## src/rtl/core/i2rd_pkg.sv

```systemverilog
// ----------------------------------------------------------------------------
// i2rd_pkg
// types, constants and the digit to ascii mapping of the radix converter
// ----------------------------------------------------------------------------
package i2rd_pkg;

  localparam int unsigned RADIX_W = 6;
  localparam int unsigned DIGIT_W = 6;
  localparam int unsigned CHAR_W  = 7;

  localparam logic [RADIX_W-1:0] RADIX_RESET = 6'd10;
  localparam logic [RADIX_W-1:0] RADIX_MIN   = 6'd2;
  localparam logic [RADIX_W-1:0] RADIX_MAX   = 6'd36;

  localparam logic [CHAR_W-1:0]  ASCII_ZERO  = 7'h30;
  localparam logic [CHAR_W-1:0]  ASCII_NINE  = 7'h39;
  localparam logic [CHAR_W-1:0]  ASCII_A     = 7'h41;
  localparam logic [CHAR_W-1:0]  ASCII_Z     = 7'h5a;
  localparam logic [DIGIT_W-1:0] DIGIT_TEN   = 6'd10;

  typedef enum logic [2:0] {
    ST_IDLE = 3'b001,
    ST_DIV  = 3'b010,
    ST_EMIT = 3'b100
  } state_e;

  // digit value 0..35 to '0'..'9', 'A'..'Z'
  function automatic logic [CHAR_W-1:0] digit_to_ascii(input logic [DIGIT_W-1:0] d);
    logic [CHAR_W-1:0] c;
    if (d < DIGIT_TEN) begin
      c = CHAR_W'(d) + ASCII_ZERO;
    end else begin
      c = CHAR_W'(d) - CHAR_W'(DIGIT_TEN) + ASCII_A;
    end
    return c;
  endfunction

endpackage

```

## src/rtl/core/integer_to_radix_digits.sv

```systemverilog
// ----------------------------------------------------------------------------
// integer_to_radix_digits
// converts an unsigned integer to its ascii digit string in base 2 to 36
// ----------------------------------------------------------------------------
//
//  channel | direction | handshake              | payload
//  --------+-----------+------------------------+-----------------------------
//  in      | input     | in_valid_i / in_stall_o | value_i
//  out     | output    | out_valid_o / out_stall_i | digit_char_o, last_o
//  cfg     | input     | cfg_we_i               | cfg_wdata_i (radix)
//
//  a word is accepted, then divided by bit-serial long division, one pass
//  over the whole word per digit, and its digits then leave most significant
//  first; the divider takes one quotient bit per cycle; one word is in
//  flight at a time
//  reset is asynchronous, active low, and sets the radix to ten
//  out_stall_i holds the current digit; the next word is taken only after
//  the last digit has left
//
module integer_to_radix_digits #(
  parameter int unsigned VALUE_BITS = 31
) (
  input  logic                          clk_i,
  input  logic                          rst_ni,
  // configuration
  input  logic                          cfg_we_i,
  input  logic [i2rd_pkg::RADIX_W-1:0]  cfg_wdata_i,
  // input words
  input  logic                          in_valid_i,
  output logic                          in_stall_o,
  input  logic [VALUE_BITS-1:0]         value_i,
  // output digits
  output logic                          out_valid_o,
  input  logic                          out_stall_i,
  output logic [i2rd_pkg::CHAR_W-1:0]   digit_char_o,
  output logic                          last_o
);

  localparam int unsigned BIT_CNT_W = $clog2(VALUE_BITS);
  localparam int unsigned CNT_W     = $clog2(VALUE_BITS + 1);
  localparam logic [BIT_CNT_W-1:0] LAST_BIT = BIT_CNT_W'(VALUE_BITS - 1);

  i2rd_pkg::state_e state_q, state_d;

  logic [i2rd_pkg::RADIX_W-1:0] radix_q;
  logic [i2rd_pkg::RADIX_W-1:0] base;

  // divider: quotient shifts out msb first, remainder collects it
  logic [VALUE_BITS-1:0]        quo_q;
  logic [i2rd_pkg::DIGIT_W-1:0] rem_q;
  logic [BIT_CNT_W-1:0]         bit_cnt_q;
  logic                         nz_q;     // some quotient bit of this pass is set

  logic [i2rd_pkg::DIGIT_W:0]   rem_shift;
  logic [i2rd_pkg::DIGIT_W:0]   rem_sub;
  logic                         q_bit;
  logic [i2rd_pkg::DIGIT_W-1:0] rem_next;
  logic                         pass_done;

  // digit stack: newest remainder (most significant digit) sits at entry 0
  logic [i2rd_pkg::DIGIT_W-1:0] stack_q [VALUE_BITS];
  logic [CNT_W-1:0]             count_q;

  logic in_acc;
  logic out_acc;
  logic push;
  logic pop;

  // handshakes
  assign in_stall_o  = (state_q != i2rd_pkg::ST_IDLE);
  assign out_valid_o = (state_q == i2rd_pkg::ST_EMIT);
  assign in_acc      = in_valid_i && !in_stall_o;
  assign out_acc     = out_valid_o && !out_stall_i;

  // radix out of range saturates to the nearest legal base
  always_comb begin
    if (radix_q < i2rd_pkg::RADIX_MIN) begin
      base = i2rd_pkg::RADIX_MIN;
    end else if (radix_q > i2rd_pkg::RADIX_MAX) begin
      base = i2rd_pkg::RADIX_MAX;
    end else begin
      base = radix_q;
    end
  end

  // one restoring division step per cycle
  assign rem_shift = {rem_q, quo_q[VALUE_BITS-1]};
  assign rem_sub   = rem_shift - {1'b0, base};
  assign q_bit     = (rem_shift >= {1'b0, base});
  assign rem_next  = q_bit ? rem_sub[i2rd_pkg::DIGIT_W-1:0]
                           : rem_shift[i2rd_pkg::DIGIT_W-1:0];
  assign pass_done = (state_q == i2rd_pkg::ST_DIV) && (bit_cnt_q == LAST_BIT);

  assign push = pass_done;
  assign pop  = out_acc;

  // sequencing: divide until the quotient is zero, then emit the digits
  always_comb begin
    state_d = state_q;
    case (state_q)
      i2rd_pkg::ST_IDLE: begin
        if (in_acc) begin
          state_d = i2rd_pkg::ST_DIV;
        end
      end
      i2rd_pkg::ST_DIV: begin
        if (pass_done && !(nz_q || q_bit)) begin
          state_d = i2rd_pkg::ST_EMIT;
        end
      end
      i2rd_pkg::ST_EMIT: begin
        if (out_acc && last_o) begin
          state_d = i2rd_pkg::ST_IDLE;
        end
      end
      default: begin
        state_d = i2rd_pkg::ST_IDLE;
      end
    endcase
  end

  always_ff @(posedge clk_i or negedge rst_ni) begin
    if (!rst_ni) begin
      state_q   <= i2rd_pkg::ST_IDLE;
      radix_q   <= i2rd_pkg::RADIX_RESET;
      bit_cnt_q <= '0;
      nz_q      <= 1'b0;
      count_q   <= '0;
    end else begin
      state_q <= state_d;
      if (cfg_we_i) begin
        radix_q <= cfg_wdata_i;
      end
      if (in_acc) begin
        bit_cnt_q <= '0;
        nz_q      <= 1'b0;
        count_q   <= '0;
      end else if (state_q == i2rd_pkg::ST_DIV) begin
        if (pass_done) begin
          bit_cnt_q <= '0;
          nz_q      <= 1'b0;
          count_q   <= count_q + CNT_W'(1);
        end else begin
          bit_cnt_q <= bit_cnt_q + BIT_CNT_W'(1);
          nz_q      <= nz_q | q_bit;
        end
      end else if (pop) begin
        count_q <= count_q - CNT_W'(1);
      end
    end
  end

  // datapath registers, no reset needed
  always_ff @(posedge clk_i) begin
    if (in_acc) begin
      quo_q <= value_i;
      rem_q <= '0;
    end else if (state_q == i2rd_pkg::ST_DIV) begin
      quo_q <= {quo_q[VALUE_BITS-2:0], q_bit};
      rem_q <= pass_done ? '0 : rem_next;
    end
  end

  always_ff @(posedge clk_i) begin
    if (push) begin
      stack_q[0] <= rem_next;
      for (int i = 1; i < VALUE_BITS; i++) begin
        stack_q[i] <= stack_q[i-1];
      end
    end else if (pop) begin
      for (int i = 0; i < VALUE_BITS - 1; i++) begin
        stack_q[i] <= stack_q[i+1];
      end
    end
  end

  // output digit straight from the head of the stack
  assign digit_char_o = i2rd_pkg::digit_to_ascii(stack_q[0]);
  assign last_o       = (count_q == CNT_W'(1));

endmodule

```

## config.mk

```make
export PLATFORM = sky130hd
export DESIGN_NAME = integer_to_radix_digits
export DESIGN_NICKNAME = d
export VERILOG_FILES = /design/src/rtl/core/i2rd_pkg.sv /design/src/rtl/core/integer_to_radix_digits.sv
export SDC_FILE = /design/constraint.sdc
export NUM_CORES = 1
export LEC_CHECK = 0
export BUFFER_PORTS_ARGS = -buffer_cell sky130_fd_sc_hd__buf_4
export CAP_MARGIN = 20
export CORE_UTILIZATION = 35
export DETAILED_ROUTE_END_ITERATION = 16
export GPL_TIMING_DRIVEN = 0
export HOLD_SLACK_MARGIN = 0.06
export SYNTH_ARGS = -nofsm -noshare
export SYNTH_HDL_FRONTEND = slang
export SYNTH_SLANG_ARGS = --single-unit
export TNS_END_PERCENT = 5
```

## constraint.sdc

```tcl
create_clock -name clk_i -period 5.3 [get_ports clk_i]
set_input_delay 0.53 -clock clk_i [delete_from_list [all_inputs] [get_ports clk_i]]
set_output_delay 0.53 -clock clk_i [all_outputs]
set_load 0.01 [all_outputs]
```

==> impl_metrics.csv <==
group,metric,value,unit
synth,async_reset_ff_frac,0.0823,
layout,stdcell_count,1519,
layout,nets,1163,
layout,n_fill_cell,2977,
grt,antenna_found_initial,0,
layout,syn2layout_area_growth,16.1,%
power,swShare,0.235,
placed_design,dp.cells,1473,
synth,synthFlopType,"edfxtp_1",
synth,synth_top_area_cell,"edfxtp_1",
power,p_int,3.66,mW
die,die_h,179,µm
status,outcome,"completed",
worst_setup_path,crit_type,"flip-flop to primary output",
sta,period_minus_slack,2800,ps
sta,finalCritPeriodShare,0.527,
clock_tree,numCtsBuffers,26,
sta,setup_violations,0,
die,placement_rows,64,
min_path,hold_path_class,"input pin to flip-flop",
sta,slew_headroom,0.537,
synth,syn_inst,1025,
power,p_switching,1.12,mW
power,power-per-cell-area,377,nW/µm²
synth,synth_nets,1082,
clock_tree,cts_root_buf,"clkbuf_16",
power,power,4.78,mW
layout,area.sequential,7140,µm²
grt,grt_overflow,0,
die,design.core.area,30700,µm²
drt,vias,7209,
clock_tree,insertion_delay,520,ps
power,ir_drop,0.000258,V
sta,rsz0062_at_grt,"no",
worst_setup_path,start_kind,"flip-flop",
clock_tree,cts_tree,"yes",
synth,ys_top_cells_by_area,"edfxtp_1, nand2_1, dfrtp_1, mux2_2, ha_1",
worst_setup_path,regToRegSetupSlack,2630,ps
die,dieArea,31900,µm²
grt,grtUsageTotal,0.130,
die,die_width,179,µm
clock_tree,h-tree-depth,1,
grt,grt_first_pass_wirelength,33900,µm
worst_setup_path,crit_path_end_kind,"primary output",
sta,fin_skew,6.02,ps
layout,diodes,0,
synth,syn_area,10900,µm²
worst_setup_path,worstPathRequired,4770,ps
synth,ys_ff_latch,243,
synth,synth_top_cell_area_share,0.597,
layout,fin_area,12700,µm²
synth,ys_seq_area_frac,0.654,
sta,fmax,358,MHz
sta,hold_viol,0,
drt,initialDrtViolationCount,424,
placed_design,dp_hpwl,13600,µm
power,clkPwrFrac,0.361,
clock_tree,cts_sinks,243,
synth,ys_warn_count,0,
drt,wl,20300,µm
worst_setup_path,worst_ep_arrival_time,2270,ps
synth,synth_most_common_cell,"nand2_1",
synth,syn_area_per_cell,10.7,µm²
clock_tree,path_clk_slew,60,ps
placed_design,place_congestion,0.759,
drt,dr.pass1.iters,4,
drt,route.detailed.drc,0,
synth,synth-edff-count,217,
placed_design,dpl-instance-area,11900,µm²
grt,grt_max_degree,96,
layout,multi_input_area,3510,µm²
drt,ant_nets,0,
run,drv_cap,0,
die,ios,52,
worst_setup_path,cp_max_fo,7,
power,combPwrFrac,0.146,
sta,drv_slew,0,
sta,tightest_slew,695,ps
power,cellLeakagePower,5.21,nW
drt,wl_per_cell,13.4,µm
synth,yosys-top-cells-count,"nand2_1, edfxtp_1, mux2_2, buf_2, nor2_1",
synth,ys_types,52,
layout,drive_gt1_frac,0.152,
grt,grt_pass1_vias,7144,
clock_tree,cts_buffer_depth,3,
power,seqPwrFrac,0.493,
die,start_util,0.356,
drt,routed_via_density,4.75,
sta,finalSetupTns,0,ps
placed_design,io_buffer_count,50,
placed cells by master, fill, tap and decap left out, types with 4 or more instances in the layout:
cell type / n
a21oi_1: 15
buf_1: 10
buf_2: 33
buf_4: 51
clkbuf_1: 8
clkbuf_16: 27
clkbuf_8: 4
clkinv_1: 7
dfrtp_1: 17
dfxtp_1: 6
edfxtp_1: 217
ha_1: 14
inv_1: 14
mux2_2: 36
mux2i_1: 7
nand2_1: 539
nand4_1: 4
nor2_1: 24
o21ai_0: 15
o21ai_1: 5
xnor2_1: 12
path summary, 6_finish.rpt:
kind	endpoint	startpoint	cells after the start
max	digit_char_o[4]	stack_q[0][5]$_DFFE_PP_	7
min	radix_q[5]$_DFFE_PN0P_	cfg_wdata_i[5]	3
max reg2reg	stack_q[0][0]$_DFFE_PP_	radix_q[4]$_DFFE_PN0P_	12
min reg2reg	stack_q[0][182]$_DFFE_PP_	stack_q[0][176]$_DFFE_PP_	0
max in group asynchronous	radix_q[3]$_DFFE_PN1P_	rst_ni	2
min in group asynchronous	count_q[4]$_DFFE_PN0P_	rst_ni	2
area by class of cell:
type | instances | share of cell area
plain buffers | 48 | 0.0184
clock buffers | 36 | 0.0591
clock inverters | 9 | 0.00483
inverters | 15 | 0.00444
multi-input cells | 719 | 0.276
flip-flops and latches | 243 | 0.563
well taps | 396 | 0.0391
repair buffers | 53 | 0.0347
metrics by stage:
stage / setup WS [ps] / hold slack [ps] / util
final: 2500 / 219 / 0.414
after floorplan: 1570 / 234 / -
after global placement: 511 / 428 / 0.385
after detailed placement: 2650 / 433 / 0.387
after global routing: 2310 / 212 / 0.414
after CTS: 2490 / 203 / 0.414
flip-flops by register name (all words and copies together) (netlist names):
| name | cells |
|---|---|
| quo_q | 31 |
| state_q | 3 |
| stack_q | 186 |
| rem_q | 6 |
| nz_q | 1 |
| count_q | 5 |
| radix_q | 6 |
| bit_cnt_q | 5 |
timing repair:
item | in CTS | in global routing
endpoints found under the hold margin | 17 | 0
gates resized for setup | 0 | 0
hold buffers | 1 | 0
buffers inserted | 0 | 0
cells by family after synthesis:
logic type,after synthesis,synth area share
AOI/OAI and AO/OA,52,0.0293
xor gates and xnor gates,14,0.0112
adders and majority gates,15,0.0179
buffers and inverters,63,0.0265
DFF,243,0.654
muxes,45,0.0463
and+or+nand+nor,593,0.215
power groups by stage:
stage / clock, mW / combinational, mW / sequential, mW
floorplan: 0 / 0.526 / 2.38
global placement: 0 / 0.678 / 2.40
detailed placement: 0 / 0.710 / 2.40
CTS: 1.77 / 0.716 / 2.36
global route: 1.84 / 0.774 / 2.37
finish: 1.72 / 0.701 / 2.36
routing by layer:
layer	track usage	up-vias	wire length, µm
li1	-	3586	-
met1	0.182	3484	9900
met2	0.207	114	9220
met3	0.0243	25	886
met4	0.0325	0	305
met5	0	-	0
critical path, stage by stage, from the launching register on:
cell and delay [ps]:
edfxtp_1 440, inv_1 130, ha_1 160, nand2_1 60, o21ai_1 430, o211ai_1 190
xnor2_1 180, buf_4 140
(Power assumes the default switching activity.)
